**src/rtl/i2cbe_pkg.sv**
```systemverilog
`timescale 1ns / 1ps

package i2cbe_pkg;

  // buffer geometry
  localparam int BUFFER_DEPTH = 16;
  localparam int CNT_W        = $clog2(BUFFER_DEPTH + 1);
  localparam int ADDR_W       = (BUFFER_DEPTH > 1) ? $clog2(BUFFER_DEPTH) : 1;

  localparam logic [CNT_W-1:0] DEPTH_CNT       = CNT_W'(BUFFER_DEPTH);
  localparam logic [CNT_W-1:0] NEARLY_FULL_CNT = CNT_W'(BUFFER_DEPTH - 1);

  // field widths fixed by the interface
  localparam int BYTE_W = 8;
  localparam int LEN_W  = 5;

  localparam logic [BYTE_W-1:0] STATUS_MASK = 8'hF8;
  localparam logic [BYTE_W-1:0] PAD_BYTE    = 8'hFF;

  // bus status codes, low three bits masked
  localparam logic [BYTE_W-1:0] ST_SLA_W_ACK    = 8'h60;
  localparam logic [BYTE_W-1:0] ST_DATA_RX_ACK  = 8'h80;
  localparam logic [BYTE_W-1:0] ST_DATA_RX_NACK = 8'h88;
  localparam logic [BYTE_W-1:0] ST_STOP_RESTART = 8'hA0;
  localparam logic [BYTE_W-1:0] ST_SLA_R_ACK    = 8'hA8;
  localparam logic [BYTE_W-1:0] ST_DATA_TX_ACK  = 8'hB8;
  localparam logic [BYTE_W-1:0] ST_DATA_TX_NACK = 8'hC0;
  localparam logic [BYTE_W-1:0] ST_LAST_TX_ACK  = 8'hC8;

  typedef enum logic [1:0] {
    REQ_HOST_WR = 2'd0,
    REQ_HOST_RD = 2'd1,
    REQ_STATUS  = 2'd2,
    REQ_SERVED  = 2'd3
  } req_type_e;

  typedef enum logic [0:0] {
    CFG_RX_NOTIFY  = 1'b0,
    CFG_REQ_NOTIFY = 1'b1
  } cfg_idx_e;

  typedef struct packed {
    logic              tx_valid;
    logic [BYTE_W-1:0] tx_byte;
    logic              ack_next;
    logic              bus_reset;
    logic [BYTE_W-1:0] host_byte;
    logic [LEN_W-1:0]  bytes_available;
    logic              receive_done;
    logic [LEN_W-1:0]  received_length;
    logic              request_raised;
  } out_item_t;

endpackage

```
**src/rtl/i2cbe_in_if.sv**
```systemverilog
`timescale 1ns / 1ps

interface i2cbe_in_if;
  logic       valid;
  logic       ready;
  logic [1:0] req_type;
  logic [7:0] status_code;
  logic [7:0] data_byte;

  modport source (output valid, output req_type, output status_code, output data_byte,
                  input ready);
  modport sink (input valid, input req_type, input status_code, input data_byte,
                output ready);
endinterface

```
**src/rtl/i2cbe_out_if.sv**
```systemverilog
`timescale 1ns / 1ps

interface i2cbe_out_if;
  logic       valid;
  logic       ready;
  logic       tx_valid;
  logic [7:0] tx_byte;
  logic       ack_next;
  logic       bus_reset;
  logic [7:0] host_byte;
  logic [4:0] bytes_available;
  logic       receive_done;
  logic [4:0] received_length;
  logic       request_raised;

  modport source (output valid, output tx_valid, output tx_byte, output ack_next,
                  output bus_reset, output host_byte, output bytes_available,
                  output receive_done, output received_length, output request_raised,
                  input ready);
  modport sink (input valid, input tx_valid, input tx_byte, input ack_next,
                input bus_reset, input host_byte, input bytes_available,
                input receive_done, input received_length, input request_raised,
                output ready);
endinterface

```
**src/rtl/i2c_slave_buffer_engine_core.sv**
```systemverilog
`timescale 1ns / 1ps

// Data buffer side of an I2C slave. Each input item is a host byte write, a host byte read,
// a bus status event or a request-served notice, and each gives exactly one result item.
// Bytes live in a 16-entry single-read synchronous buffer memory; fill count, read position
// and the pending-request flag are registers updated when the item is taken. An item's result
// is registered in the read stage, where the buffer read completes, and then in the output
// register before it is presented on the output, and the block takes one item per cycle as
// long as results are taken. Bus writes store bytes and answer NACK once only one free entry
// remains; NACK or STOP reports the received length when receive notification is on. A read
// address clears the buffer and either sends a 0xFF pad byte at once, the buffer being empty,
// or, with request notification on, raises a request and sends on the next request-served
// item. An exhausted buffer pads with 0xFF. Unknown status codes answer bus_reset and leave
// the buffer alone. Configuration must be written through a plain write port only while the
// block is idle; the block itself does not enforce this.
module i2c_slave_buffer_engine_core (
  input  logic                clk_i,
  input  logic                rst_ni,
  input  logic                cfg_we_i,
  input  i2cbe_pkg::cfg_idx_e cfg_idx_i,
  input  logic                cfg_data_i,
  i2cbe_in_if.sink            in_i,
  i2cbe_out_if.source         out_o
);
  import i2cbe_pkg::*;

  // configuration
  logic rx_notify_q, req_notify_q;

  // buffer bookkeeping
  logic [CNT_W-1:0] fill_q, fill_d;
  logic [CNT_W-1:0] rd_idx_q, rd_idx_d;
  logic             pend_q, pend_d;

  // buffer memory, registered read
  logic [BYTE_W-1:0] mem [BUFFER_DEPTH];
  logic [BYTE_W-1:0] rdata_q;
  logic              mem_we, mem_re;

  // read stage: result built at acceptance, waiting for the buffer data
  logic      rd_valid_q;
  out_item_t rd_res_q, res_d;
  logic      rd_tx_mem_q, rd_host_mem_q;
  logic      tx_mem_d, host_mem_d;

  // output register
  logic      out_valid_q;
  out_item_t out_res_q, out_res_d;

  logic             in_acc, rd_adv, have_data;
  logic [BYTE_W-1:0] status;
  logic [CNT_W-1:0] rd_idx_inc;

  // handshake: read stage drains into the output register when that is free or taken
  assign rd_adv    = rd_valid_q && (!out_valid_q || out_o.ready);
  assign in_i.ready = !rd_valid_q || rd_adv;
  assign in_acc    = in_i.valid && in_i.ready;

  assign status     = in_i.status_code & STATUS_MASK;
  assign have_data  = rd_idx_q < fill_q;
  assign rd_idx_inc = rd_idx_q + CNT_W'(1);

  // decode one item against the current bookkeeping
  always_comb begin
    fill_d     = fill_q;
    rd_idx_d   = rd_idx_q;
    pend_d     = pend_q;
    mem_we     = 1'b0;
    mem_re     = 1'b0;
    tx_mem_d   = 1'b0;
    host_mem_d = 1'b0;
    res_d      = '0;

    case (req_type_e'(in_i.req_type))
      REQ_HOST_WR: begin
        if (fill_q < DEPTH_CNT) begin
          mem_we = 1'b1;
          fill_d = fill_q + CNT_W'(1);
        end
      end
      REQ_HOST_RD: begin
        if (have_data) begin
          mem_re     = 1'b1;
          host_mem_d = 1'b1;
          rd_idx_d   = rd_idx_inc;
        end
      end
      REQ_SERVED: begin
        if (pend_q) begin
          pend_d         = 1'b0;
          res_d.tx_valid = 1'b1;
          if (have_data) begin
            mem_re         = 1'b1;
            tx_mem_d       = 1'b1;
            rd_idx_d       = rd_idx_inc;
            res_d.ack_next = rd_idx_inc < fill_q;
          end else begin
            res_d.tx_byte = PAD_BYTE;
          end
        end
      end
      default: begin
        // status event; any pending request is dropped as the bus moved on
        pend_d = 1'b0;
        case (status)
          ST_SLA_W_ACK: begin
            fill_d         = '0;
            rd_idx_d       = '0;
            res_d.ack_next = 1'b1;
          end
          ST_DATA_RX_ACK, ST_DATA_RX_NACK: begin
            if (fill_q < DEPTH_CNT) begin
              mem_we = 1'b1;
              fill_d = fill_q + CNT_W'(1);
            end
            if (status == ST_DATA_RX_ACK) begin
              res_d.ack_next = fill_d < NEARLY_FULL_CNT;
            end else begin
              res_d.ack_next = 1'b1;
              if (rx_notify_q && (fill_d != '0)) begin
                res_d.receive_done    = 1'b1;
                res_d.received_length = LEN_W'(fill_d);
              end
            end
          end
          ST_STOP_RESTART: begin
            res_d.ack_next = 1'b1;
            if (rx_notify_q && (fill_q != '0)) begin
              res_d.receive_done    = 1'b1;
              res_d.received_length = LEN_W'(fill_q);
            end
          end
          ST_SLA_R_ACK: begin
            fill_d   = '0;
            rd_idx_d = '0;
            if (req_notify_q) begin
              pend_d               = 1'b1;
              res_d.request_raised = 1'b1;
            end else begin
              // buffer just cleared, so only padding goes out
              res_d.tx_valid = 1'b1;
              res_d.tx_byte  = PAD_BYTE;
            end
          end
          ST_DATA_TX_ACK: begin
            res_d.tx_valid = 1'b1;
            if (have_data) begin
              mem_re         = 1'b1;
              tx_mem_d       = 1'b1;
              rd_idx_d       = rd_idx_inc;
              res_d.ack_next = rd_idx_inc < fill_q;
            end else begin
              res_d.tx_byte = PAD_BYTE;
            end
          end
          ST_DATA_TX_NACK, ST_LAST_TX_ACK: begin
            res_d.ack_next = 1'b1;
          end
          default: begin
            res_d.bus_reset = 1'b1;
            res_d.ack_next  = 1'b1;
          end
        endcase
      end
    endcase

    res_d.bytes_available = (rd_idx_d < fill_d) ? LEN_W'(fill_d - rd_idx_d) : '0;
  end

  // memory port: write at the fill position, read at the read position
  always_ff @(posedge clk_i) begin
    if (in_acc && mem_we) begin
      mem[fill_q[ADDR_W-1:0]] <= in_i.data_byte;
    end
    if (in_acc && mem_re) begin
      rdata_q <= mem[rd_idx_q[ADDR_W-1:0]];
    end
  end

  // configuration registers
  always_ff @(posedge clk_i or negedge rst_ni) begin
    if (!rst_ni) begin
      rx_notify_q  <= 1'b0;
      req_notify_q <= 1'b0;
    end else if (cfg_we_i) begin
      case (cfg_idx_i)
        CFG_RX_NOTIFY:  rx_notify_q  <= cfg_data_i;
        CFG_REQ_NOTIFY: req_notify_q <= cfg_data_i;
        default: ;
      endcase
    end
  end

  // bookkeeping and read stage control
  always_ff @(posedge clk_i or negedge rst_ni) begin
    if (!rst_ni) begin
      fill_q     <= '0;
      rd_idx_q   <= '0;
      pend_q     <= 1'b0;
      rd_valid_q <= 1'b0;
    end else begin
      if (in_acc) begin
        fill_q   <= fill_d;
        rd_idx_q <= rd_idx_d;
        pend_q   <= pend_d;
      end
      if (in_acc) begin
        rd_valid_q <= 1'b1;
      end else if (rd_adv) begin
        rd_valid_q <= 1'b0;
      end
    end
  end

  // read stage payload
  always_ff @(posedge clk_i) begin
    if (in_acc) begin
      rd_res_q      <= res_d;
      rd_tx_mem_q   <= tx_mem_d;
      rd_host_mem_q <= host_mem_d;
    end
  end

  // merge buffer data into the result
  always_comb begin
    out_res_d = rd_res_q;
    if (rd_tx_mem_q) begin
      out_res_d.tx_byte = rdata_q;
    end
    if (rd_host_mem_q) begin
      out_res_d.host_byte = rdata_q;
    end
  end

  // output register
  always_ff @(posedge clk_i or negedge rst_ni) begin
    if (!rst_ni) begin
      out_valid_q <= 1'b0;
    end else if (rd_adv) begin
      out_valid_q <= 1'b1;
    end else if (out_o.ready) begin
      out_valid_q <= 1'b0;
    end
  end

  always_ff @(posedge clk_i) begin
    if (rd_adv) begin
      out_res_q <= out_res_d;
    end
  end

  assign out_o.valid           = out_valid_q;
  assign out_o.tx_valid        = out_res_q.tx_valid;
  assign out_o.tx_byte         = out_res_q.tx_byte;
  assign out_o.ack_next        = out_res_q.ack_next;
  assign out_o.bus_reset       = out_res_q.bus_reset;
  assign out_o.host_byte       = out_res_q.host_byte;
  assign out_o.bytes_available = out_res_q.bytes_available;
  assign out_o.receive_done    = out_res_q.receive_done;
  assign out_o.received_length = out_res_q.received_length;
  assign out_o.request_raised  = out_res_q.request_raised;

  // read position never passes the fill level, which never passes the depth
  assert property (@(posedge clk_i) disable iff (!rst_ni)
    (rd_idx_q <= fill_q) && (fill_q <= DEPTH_CNT))
    else $error("buffer bookkeeping out of range");

  // buffer read data must hold while the read stage is stalled
  assert property (@(posedge clk_i) disable iff (!rst_ni)
    (rd_valid_q && (rd_tx_mem_q || rd_host_mem_q) && !rd_adv) |=>
      (rd_valid_q && $stable(rdata_q)))
    else $error("buffer read data lost during stall");

  // a buffer byte is routed to at most one result field
  assert property (@(posedge clk_i) disable iff (!rst_ni)
    rd_valid_q |-> !(rd_tx_mem_q && rd_host_mem_q))
    else $error("buffer byte routed twice");

  // a forced stop never carries a transmit byte or a reception report
  assert property (@(posedge clk_i) disable iff (!rst_ni)
    (out_valid_q && out_res_q.bus_reset) |-> !(out_res_q.tx_valid || out_res_q.receive_done))
    else $error("bus reset result carries other events");

endmodule
```
**src/flat_wrapper.sv**
```systemverilog
// flat-port wrapper written by rule: the top's interface ports become plain ports
module i2c_slave_buffer_engine_core_flat import i2cbe_pkg::*;
  (clk_i, rst_ni, cfg_we_i, cfg_idx_i, cfg_data_i, in_i_valid, in_i_req_type, in_i_status_code, in_i_data_byte, in_i_ready, out_o_valid, out_o_tx_valid, out_o_tx_byte, out_o_ack_next, out_o_bus_reset, out_o_host_byte, out_o_bytes_available, out_o_receive_done, out_o_received_length, out_o_request_raised, out_o_ready);
  i2cbe_in_if in_i_i ();
  i2cbe_out_if out_o_i ();
  input  logic clk_i;
  input  logic rst_ni;
  input  logic cfg_we_i;
  input  i2cbe_pkg::cfg_idx_e cfg_idx_i;
  input  logic cfg_data_i;
  input wire logic [$bits(in_i_i.valid)-1:0] in_i_valid;
  input wire logic [$bits(in_i_i.req_type)-1:0] in_i_req_type;
  input wire logic [$bits(in_i_i.status_code)-1:0] in_i_status_code;
  input wire logic [$bits(in_i_i.data_byte)-1:0] in_i_data_byte;
  output wire logic [$bits(in_i_i.ready)-1:0] in_i_ready;
  output wire logic [$bits(out_o_i.valid)-1:0] out_o_valid;
  output wire logic [$bits(out_o_i.tx_valid)-1:0] out_o_tx_valid;
  output wire logic [$bits(out_o_i.tx_byte)-1:0] out_o_tx_byte;
  output wire logic [$bits(out_o_i.ack_next)-1:0] out_o_ack_next;
  output wire logic [$bits(out_o_i.bus_reset)-1:0] out_o_bus_reset;
  output wire logic [$bits(out_o_i.host_byte)-1:0] out_o_host_byte;
  output wire logic [$bits(out_o_i.bytes_available)-1:0] out_o_bytes_available;
  output wire logic [$bits(out_o_i.receive_done)-1:0] out_o_receive_done;
  output wire logic [$bits(out_o_i.received_length)-1:0] out_o_received_length;
  output wire logic [$bits(out_o_i.request_raised)-1:0] out_o_request_raised;
  input wire logic [$bits(out_o_i.ready)-1:0] out_o_ready;
  assign in_i_i.valid = in_i_valid;
  assign in_i_i.req_type = in_i_req_type;
  assign in_i_i.status_code = in_i_status_code;
  assign in_i_i.data_byte = in_i_data_byte;
  assign in_i_ready = in_i_i.ready;
  assign out_o_valid = out_o_i.valid;
  assign out_o_tx_valid = out_o_i.tx_valid;
  assign out_o_tx_byte = out_o_i.tx_byte;
  assign out_o_ack_next = out_o_i.ack_next;
  assign out_o_bus_reset = out_o_i.bus_reset;
  assign out_o_host_byte = out_o_i.host_byte;
  assign out_o_bytes_available = out_o_i.bytes_available;
  assign out_o_receive_done = out_o_i.receive_done;
  assign out_o_received_length = out_o_i.received_length;
  assign out_o_request_raised = out_o_i.request_raised;
  assign out_o_i.ready = out_o_ready;
  i2c_slave_buffer_engine_core u_core (.clk_i(clk_i), .rst_ni(rst_ni), .cfg_we_i(cfg_we_i), .cfg_idx_i(cfg_idx_i), .cfg_data_i(cfg_data_i), .in_i(in_i_i), .out_o(out_o_i));
endmodule
```
**config.mk**
```make
export PLATFORM = sky130hd
export DESIGN_NAME = i2c_slave_buffer_engine_core_flat
export DESIGN_NICKNAME = d
export VERILOG_FILES = /design/src/rtl/i2cbe_pkg.sv /design/src/rtl/i2cbe_in_if.sv /design/src/rtl/i2cbe_out_if.sv /design/src/rtl/i2c_slave_buffer_engine_core.sv /design/src/flat_wrapper.sv
export SDC_FILE = /design/constraint.sdc
export NUM_CORES = 1
export LEC_CHECK = 0
export ABC_AREA = 0
export BUFFER_PORTS_ARGS = -buffer_cell sky130_fd_sc_hd__clkbuf_2
export CAP_MARGIN = 20
export CORE_MARGIN = 2
export CORE_UTILIZATION = 35
export CTS_CLUSTER_DIAMETER = 80
export DETAILED_ROUTE_END_ITERATION = 10
export PLACE_DENSITY = 0.61
export SYNTH_ARGS = -nofsm -noshare
export SYNTH_HDL_FRONTEND = slang
export SYNTH_SLANG_ARGS = --single-unit
```
**constraint.sdc**
```tcl
create_clock -name clk_i -period 3.7 [get_ports clk_i]
set_input_delay 0.37 -clock clk_i [delete_from_list [all_inputs] [get_ports clk_i]]
set_output_delay 0.37 -clock clk_i [all_outputs]
set_load 0.1 [all_outputs]
```
; ---- Yosys cells after proc, flatten, opt, wreduce, memory -nomap -nowiden
; Memory sizes are Yosys's and may differ from the RTL's. A register that Yosys moved wholly into a read port is not among the register bits.
; Cells that the tools add are included.
[totals]
regBits = 71
ram_bits = 128
input_bits = 25
memories = 1
[op_classes]
add_sub_neg = 3
magnitude_cmp = 5
n_eq_ne = 10
muxes = 40
n_bitwise = 2
reduce_logical = 24
[memory_table]
columns = memory, words, word_bits, read_ports, rd_clocked_by_memory_dff, wr, line_no
row1 = u_core.mem, 16, 8, 1, 1, 1, i2c_slave_buffer_engine_core.sv:36  ; logic [BYTE_W-1:0] mem [BUFFER_DEPTH];
[op_table]
columns = op, count
row1 = "5-bit equality test, second input constant", 7
row2 = 5-bit one-hot mux with 2 select lines, 3
row3 = 5-bit two-way mux, 5
row4 = 10-bit one-hot mux with 2 select lines, 1
row5 = 6-bit two-way mux, 3
row6 = 9-bit one-hot mux with 2 select lines, 1
row7 = 1-bit two-way mux, 16
row8 = 8-bit two-way mux, 2
row9 = 5-bit less-than comparator, 3
row10 = 5-bit one-hot mux with 3 select lines, 1
row11 = 6-bit one-hot mux with 2 select lines, 1
row12 = "5-bit by 1-bit adder with 5-bit output, second input constant", 2
row13 = 10-bit two-way mux, 1
row14 = 5-bit nonzero test, 2
row15 = 9-bit two-way mux, 1
row16 = 2-bit OR reduction, 4
row17 = 8-bit OR reduction, 1
row18 = 1-bit logical AND, 6
row19 = 1-bit one-hot mux with 2 select lines, 3
row20 = 1-bit one-hot mux with 3 select lines, 2
row21 = 2-bit AND reduction, 3
row22 = "5-bit by 4-bit equality test with 1-bit output, second input constant", 1
row23 = "5-bit by 4-bit less-than comparator with 1-bit output, second input constant", 1
row24 = "5-bit less-than comparator, second input constant", 1
row25 = other kinds (9), 13

; ---- Longest topological paths before layout
[logic_depth]
depth_word = 9
ltp_mapped = 15
mapped_depth_nobuf = 14

; ---- Worst setup path after synthesis
; OpenSTA, ideal clock, no wires.
[synth_timing]
path_type = register to register
start = register u_core.out_valid_q (netlist: u_core.out_o.valid)
end = memory u_core.mem[3][0] (enable)
t_arrival_ps = 3865
t_required_ps = 3317
setup_slack_ps = -548
path_stages_with_launch = 7
n_path_buf = 1
period_less_slack_ps = 4248
cell_sequence = dfrtp_1 > nand3b_1 > nand2_1 > inv_1 > clkbuf_1 > nand3_1 > nor3_1
[synth_via]
elab_chain_len = 8
[synth_rtl]
columns = element, line_no
row1 = "start, declared", i2c_slave_buffer_engine_core.sv:47  ; logic out_valid_q;
row2 = "start signal, assigned", i2c_slave_buffer_engine_core.sv:238  ; out_valid_q <= 1'b0;
row3 = "start signal, assigned", i2c_slave_buffer_engine_core.sv:240  ; out_valid_q <= 1'b1;
row4 = "start signal, assigned", i2c_slave_buffer_engine_core.sv:242  ; out_valid_q <= 1'b0;
row5 = 1-bit logical NOT, i2c_slave_buffer_engine_core.sv:55  ; assign rd_adv = rd_valid_q && (!out_valid_q || out_o.ready);
row6 = 1-bit logical OR, i2c_slave_buffer_engine_core.sv:55
row7 = 1-bit logical AND, i2c_slave_buffer_engine_core.sv:55
row8 = 1-bit logical OR, i2c_slave_buffer_engine_core.sv:56  ; assign in_i.ready = !rd_valid_q || rd_adv;
row9 = net in_i_ready, flat_wrapper.sv:15  ; output wire logic [$bits(in_i_i.ready)-1:0] in_i_ready;
row10 = 1-bit logical AND, i2c_slave_buffer_engine_core.sv:57  ; assign in_acc = in_i.valid && in_i.ready;
row11 = net u_core.in_acc, i2c_slave_buffer_engine_core.sv:50  ; logic in_acc, rd_adv, have_data;
row12 = 1-bit logical AND, i2c_slave_buffer_engine_core.sv:172  ; if (in_acc && mem_we) begin
row13 = 1-bit two-way mux, i2c_slave_buffer_engine_core.sv:172
row14 = 1-bit two-way mux (implied by the code), i2c_slave_buffer_engine_core.sv:173  ; mem[fill_q[ADDR_W-1:0]] <= in_i.data_byte;
row15 = "end, declared", i2c_slave_buffer_engine_core.sv:36
; The timed path passes the listed nets, and every way through them passes these cells.

; ---- Worst setup path in the final report
[layout_timing]
start = register u_core.fill_q[1]
end = register u_core.rd_res_q, in the netlist u_core.out_res_d[10], data pin
[layout_via]
elab_chain_len = 7
word_cells_on_any_way = 14
cone_classes = add/sub: 2 / order compare: 3 / mux: 9
[layout_rtl]
columns = element, line_no
row1 = "start, declared", i2c_slave_buffer_engine_core.sv:31  ; logic [CNT_W-1:0] fill_q, fill_d;
row2 = "start signal, assigned", i2c_slave_buffer_engine_core.sv:203  ; fill_q <= fill_d;
row3 = 5-bit by 1-bit adder with 5-bit output or 5-bit less-than comparator (tied branches), --
row4 = 5-bit two-way mux, "i2c_slave_buffer_engine_core.sv:76, i2c_slave_buffer_engine_core.sv:112"
row5 = 5-bit two-way mux, i2c_slave_buffer_engine_core.sv:105  ; case (status)
row6 = 5-bit two-way mux, i2c_slave_buffer_engine_core.sv:74  ; case (req_type_e'(in_i.req_type))
row7 = 5-bit one-hot mux with 2 select lines, i2c_slave_buffer_engine_core.sv:105
row8 = 5-bit one-hot mux with 2 select lines, i2c_slave_buffer_engine_core.sv:74
row9 = 5-bit subtractor or 5-bit less-than comparator (tied branches), i2c_slave_buffer_engine_core.sv:167  ; res_d.bytes_available = (rd_idx_d < fill_d) ? LEN_W'(fill_d - rd_idx_d) : '0;
row10 = "end signal, assigned", i2c_slave_buffer_engine_core.sv:218  ; rd_res_q <= res_d;
row11 = "end, declared", i2c_slave_buffer_engine_core.sv:42  ; out_item_t rd_res_q, res_d;
; Parallel ways exist; a longest one is shown, timed or not. The select of a mux whose other input is x is not followed.
; A chain may end at the register's enable or synchronous reset.

==> Flow_metrics.wiki <==
{| class="wikitable"
! Metric !! Value
|-
| Number of antenna cells inserted || 0
|-
| Site Rows || 57
|-
| Startpoint Class || flip-flop
|-
| Ys flop type || sky130_fd_sc_hd__edfxtp_1
|-
| Pleak || 0.00344 uW
|-
| Highest clock frequency the design can meet || 292 MHz
|-
| Dominant cell type by area after synthesis || sky130_fd_sc_hd__edfxtp_1
|-
| Number of buffers inserted by post-CTS setup repair || 0
|-
| Syn Std Cell Area || 8570 um^2
|-
| Required time at the endpoint of the critical path || 3.93 ns
|-
| Final HPWL DP || 11,600 um
|-
| Number of H-tree branching levels || 4
|-
| WP data arrival || 3.65 ns
|-
| Unique cell type count in the Yosys netlist || 56
|-
| Synth Net Count || 560
|-
| CTS clock-pin slew for the worst setup and hold paths || 0.07 ns
|-
| Max-cap violation count || 0
|-
| Port-buffer cells || 54
|-
| Global-route wire length before repair || 26,600 um
|-
| Post-detailed-route via-to-cell ratio || 5.13
|-
| Clock tree from TritonCTS || yes
|-
| Die height || 160 um
|-
| Maximum fanout along the worst path || 7
|-
| Cell-by-cell listing of the critical path || inv_1, ha_1, nand2_1, o21ai_0, a31oi_1, buf_4, a21o_1, a31o_2, ha_1, o21a_1, o21ai_1, nor4bb_1
|-
| Number of CTS-inserted buffers || 17
|-
| Clk sinks || 200
|-
| Per-instance average area after synthesis || 16.6 um^2
|-
| Final setup violation count || 0
|-
| Antenna violations before repair || 0
|-
| Post-route clock period utilization || 92.5%
|-
| Sw frac || 34.0%
|-
| Cell-internal power || 4520 uW
|-
| Core ar. || 24,200 um^2
|-
| Via count of the first global-routing pass || 4,738
|-
| FF+latch count, synth || 200
|-
| Syn. warnings || 0
|-
| Layout net count || 630
|-
| Worst clock skew on the final layout || 0.0130 ns
|-
| Dpl cell area || 9300 um^2
|-
| Number of DRC violations after detailed-routing iteration 0 || 425
|-
| Largest vdd supply drop || 0.000324 V
|-
| Min-Delay Path Class || in2reg
|-
| Final period demand of the worst path || 3.42 ns
|-
| Clock latency at the later pin of the worst-skew pair || 0.44 ns
|-
| Hold WS || 0.144 ns
|-
| Buffers plus inverters on the worst setup path || 2
|-
| Longest individual stage delay on the worst path || 0.48 ns
|-
| Buffer cell driving the clock tree root || sky130_fd_sc_hd__clkbuf_16
|-
| Cell depth of the worst setup path || 12
|-
| Worst slew margin || 40.9%
|-
| Combinational share of power || 32.7%
|-
| Area delta synth->final || 15.7%
|-
| Dominant delay contributor by cell family on the critical path || compound AO/OA/AOI/OAI gates
|-
| Proportion of register bits with asynchronous set or reset after synthesis || 7.50%
|-
| Count of mapped cells out of synthesis || 516
|-
| Overall via count from detail_route || 4,732
|-
| Proportion of layout cells with a drive suffix above 1 || 27.0%
|-
| Number of instances on the worst hold path || 2
|-
| Detail Route Antenna Nets || 0
|-
| Chip Width || 160 um
|-
| Final-report max-slew violation count || 0
|-
| Reg power frac || 40.5%
|-
| Switch Pwr || 2330 uW
|-
| Power Dens Cells || 690 nW/um^2
|-
| Total routing usage reported by global routing || 13.8%
|-
| Most used cell along the critical path || sky130_fd_sc_hd__ha_1
|-
| WS Path Type || reg2reg
|-
| Final-report hold violation count || 0
|-
| Post-route total power || 6850 uW
|-
| Global route overflow || 0
|-
| Number of DRC violations after detailed routing || 0
|-
| Total non-filler cell area in the finished layout || 9920 um^2
|-
| Drt first pass iters || 4
|-
| Pin slew with the least headroom to its limit || 0.882 ns
|-
| Number of flops mapped to enable cells by yosys || 185
|-
| Final core utilization || 41.0%
|-
| Final RePlAce weighted congestion || 0.850
|-
| Kind of capture point of the worst setup path || flip-flop
|-
| Share of synthesized area occupied by flip-flops and latches || 69.2%
|-
| Fraction of synthesized cell area taken by the top area cell type || 64.8%
|-
| Top-level I/O count || 58
|-
| Result of the run || completed
|-
| Leading post-synthesis cells by cell area || sky130_fd_sc_hd__edfxtp_1, sky130_fd_sc_hd__mux4_2, sky130_fd_sc_hd__dfrtp_1, sky130_fd_sc_hd__ha_1, sky130_fd_sc_hd__nand2_1
|-
| Starting Density || 35.5%
|-
| Final setup slack of the worst path || 0.276 ns
|-
| Area of the die || 25,800 um^2
|-
| Relative contribution of the clock network to total power || 26.8%
|-
| Maximum number of pins on one net before global-route repair || 38
|-
| Post-Place Worst Slack || 0.136 ns
|-
| Drt total wl || 16,900 um
|-
| Library cell contributing the largest single delay on the critical path || sky130_fd_sc_hd__dfrtp_1
|-
| Number of cells traversed by the worst register-to-register path || 12
|-
| Routed WL per cell || 18.3 um
|-
| Maximum buffer depth of the clock tree || 2
|}
-- metal layers --
| layer | routed length, um | track usage, % | vias to the layer above |
|---|---|---|---|
| met5 | 0 | 0 | - |
| met4 | 160 | 4.42 | 0 |
| met3 | 666 | 3.64 | 11 |
| met2 | 8500 | 22.5 | 105 |
| met1 | 7570 | 18.1 | 2436 |
| li1 | - | - | 2180 |
-- stage by stage --
step / setup TNS [ns] / std cells
floorplan: 0 / 516
global placement: 0 / 890
detailed placement: 0 / 890
CTS: 0 / 923
global route: -0.00653 / 923
finish: 0 / 923
-- cell type report --
| class | instances | area [um^2] |
|---|---|---|
| timing repair buffer | 76 | 438 |
| inverter | 11 | 41.3 |
| tap | 324 | 405 |
| clock buffer | 17 | 425 |
| sequential | 200 | 5930 |
| clock inverter | 15 | 180 |
| fill | 2133 | 14300 |
| multi-input combinational | 280 | 2500 |
-- path summary, 6_finish.rpt --
kind | from | to | slack (ns)
min in group asynchronous | rst_ni | u_core.fill_q[4] | 0.41
worst max register to register | u_core.fill_q[1] | u_core.out_res_d[10] | 0.28
worst max-delay path | u_core.fill_q[1] | u_core.out_res_d[10] | 0.28
worst min register to register | u_core.out_res_d[21] | u_core.out_o.ack_next | 0.42
max in group asynchronous | rst_ni | u_core.rd_idx_q[0] | 2.95
worst min-delay path | in_i_valid | u_core.rd_valid_q | 0.14
-- synthesized netlist by cell type (3+ instances only) --
cell type and n:
sky130_fd_sc_hd__a22o_1 5, sky130_fd_sc_hd__nor3_1 6, sky130_fd_sc_hd__inv_1 10, sky130_fd_sc_hd__buf_2 9
sky130_fd_sc_hd__nand2_1 40, sky130_fd_sc_hd__nor3b_1 3, sky130_fd_sc_hd__a21o_1 8, sky130_fd_sc_hd__a22oi_1 9
sky130_fd_sc_hd__nor2b_1 12, sky130_fd_sc_hd__xor2_1 3, sky130_fd_sc_hd__nor2_1 27, sky130_fd_sc_hd__xnor2_1 3
sky130_fd_sc_hd__a21oi_1 12, sky130_fd_sc_hd__and2_1 14, sky130_fd_sc_hd__edfxtp_1 185, sky130_fd_sc_hd__nand2b_1 9
sky130_fd_sc_hd__mux2_2 6, sky130_fd_sc_hd__ha_1 18, sky130_fd_sc_hd__and3_1 4, sky130_fd_sc_hd__clkbuf_1 13
sky130_fd_sc_hd__nand3_1 7, sky130_fd_sc_hd__mux4_2 40, sky130_fd_sc_hd__o2bb2ai_1 3, sky130_fd_sc_hd__dfrtp_1 15
sky130_fd_sc_hd__o21ai_0 12, sky130_fd_sc_hd__a31oi_1 4
-- power by group through the flow --
| stage | sequential [uW] | clock, uW | combinational [uW] |
|---|---|---|---|
| 6_report | 2770 | 1840 | 2240 |
| 5_1_grt | 2790 | 1980 | 2440 |
| 4_1_cts | 2770 | 1870 | 2260 |
| 3_5_place_dp | 2830 | 0 | 2250 |
| 3_3_place_gp | 2820 | 0 | 2180 |
| 2_1_floorplan | 3100 | 0 | 1400 |
-- registers in the layout (all words and copies together) (netlist names), 8 cells and up --
signal / flops
u_core.out_res_d: 15
u_core.rdata_q: 8
u_core.mem: 128
u_core.out_o.host_byte: 8
u_core.out_o.tx_byte: 8
-- cells in the final DEF, fill, tap and decap left out, types with 2 or more instances in the layout --
master and n:
sky130_fd_sc_hd__edfxtp_1 185, sky130_fd_sc_hd__clkbuf_2 54, sky130_fd_sc_hd__nand2_1 40, sky130_fd_sc_hd__mux4_2 40
sky130_fd_sc_hd__nor2_1 27, sky130_fd_sc_hd__buf_4 21, sky130_fd_sc_hd__ha_1 18, sky130_fd_sc_hd__clkbuf_16 17
sky130_fd_sc_hd__and2_1 14, sky130_fd_sc_hd__dfrtp_1 14, sky130_fd_sc_hd__nor2b_1 12, sky130_fd_sc_hd__a21oi_1 12
sky130_fd_sc_hd__o21ai_0 11, sky130_fd_sc_hd__inv_1 10, sky130_fd_sc_hd__nand2b_1 9, sky130_fd_sc_hd__a22oi_1 9
sky130_fd_sc_hd__a21o_1 8, sky130_fd_sc_hd__nand3_1 7, sky130_fd_sc_hd__mux2_2 6, sky130_fd_sc_hd__a22o_1 5
sky130_fd_sc_hd__nor3_1 5, sky130_fd_sc_hd__inv_8 5, sky130_fd_sc_hd__clkinv_8 5, sky130_fd_sc_hd__and3_1 4
sky130_fd_sc_hd__a31oi_1 4, sky130_fd_sc_hd__o2bb2ai_1 3, sky130_fd_sc_hd__xnor2_1 3, sky130_fd_sc_hd__xor2_1 3
sky130_fd_sc_hd__nor3b_1 3, sky130_fd_sc_hd__nand4_1 2, sky130_fd_sc_hd__o22ai_1 2, sky130_fd_sc_hd__a21boi_0 2
sky130_fd_sc_hd__o311ai_0 2, sky130_fd_sc_hd__o31ai_1 2, sky130_fd_sc_hd__o21a_1 2, sky130_fd_sc_hd__a32o_1 2
sky130_fd_sc_hd__or3_1 2, sky130_fd_sc_hd__clkinv_2 2
-- cell families after synthesis --
logic type / Yosys count / synth area share, %
buffers and inverters: 36 / 1.80
flip-flops: 200 / 69.2
multiplexers: 46 / 11.3
XOR/XNOR: 6 / 0.613
AND/OR/NAND/NOR: 132 / 7.90
AO/OA/AOI/OAI: 76 / 6.23
adder cells (fa/ha/maj): 20 / 2.98
-- what timing repair did --
| item | in CTS | in global routing |
|---|---|---|
| hold buffers | 1 | 0 |
| resized for setup | 0 | 2 |
| setup endpoints to repair | 0 | 5 |
| hold endpoints to repair | 15 | 0 |
(Power assumes the default switching activity.)
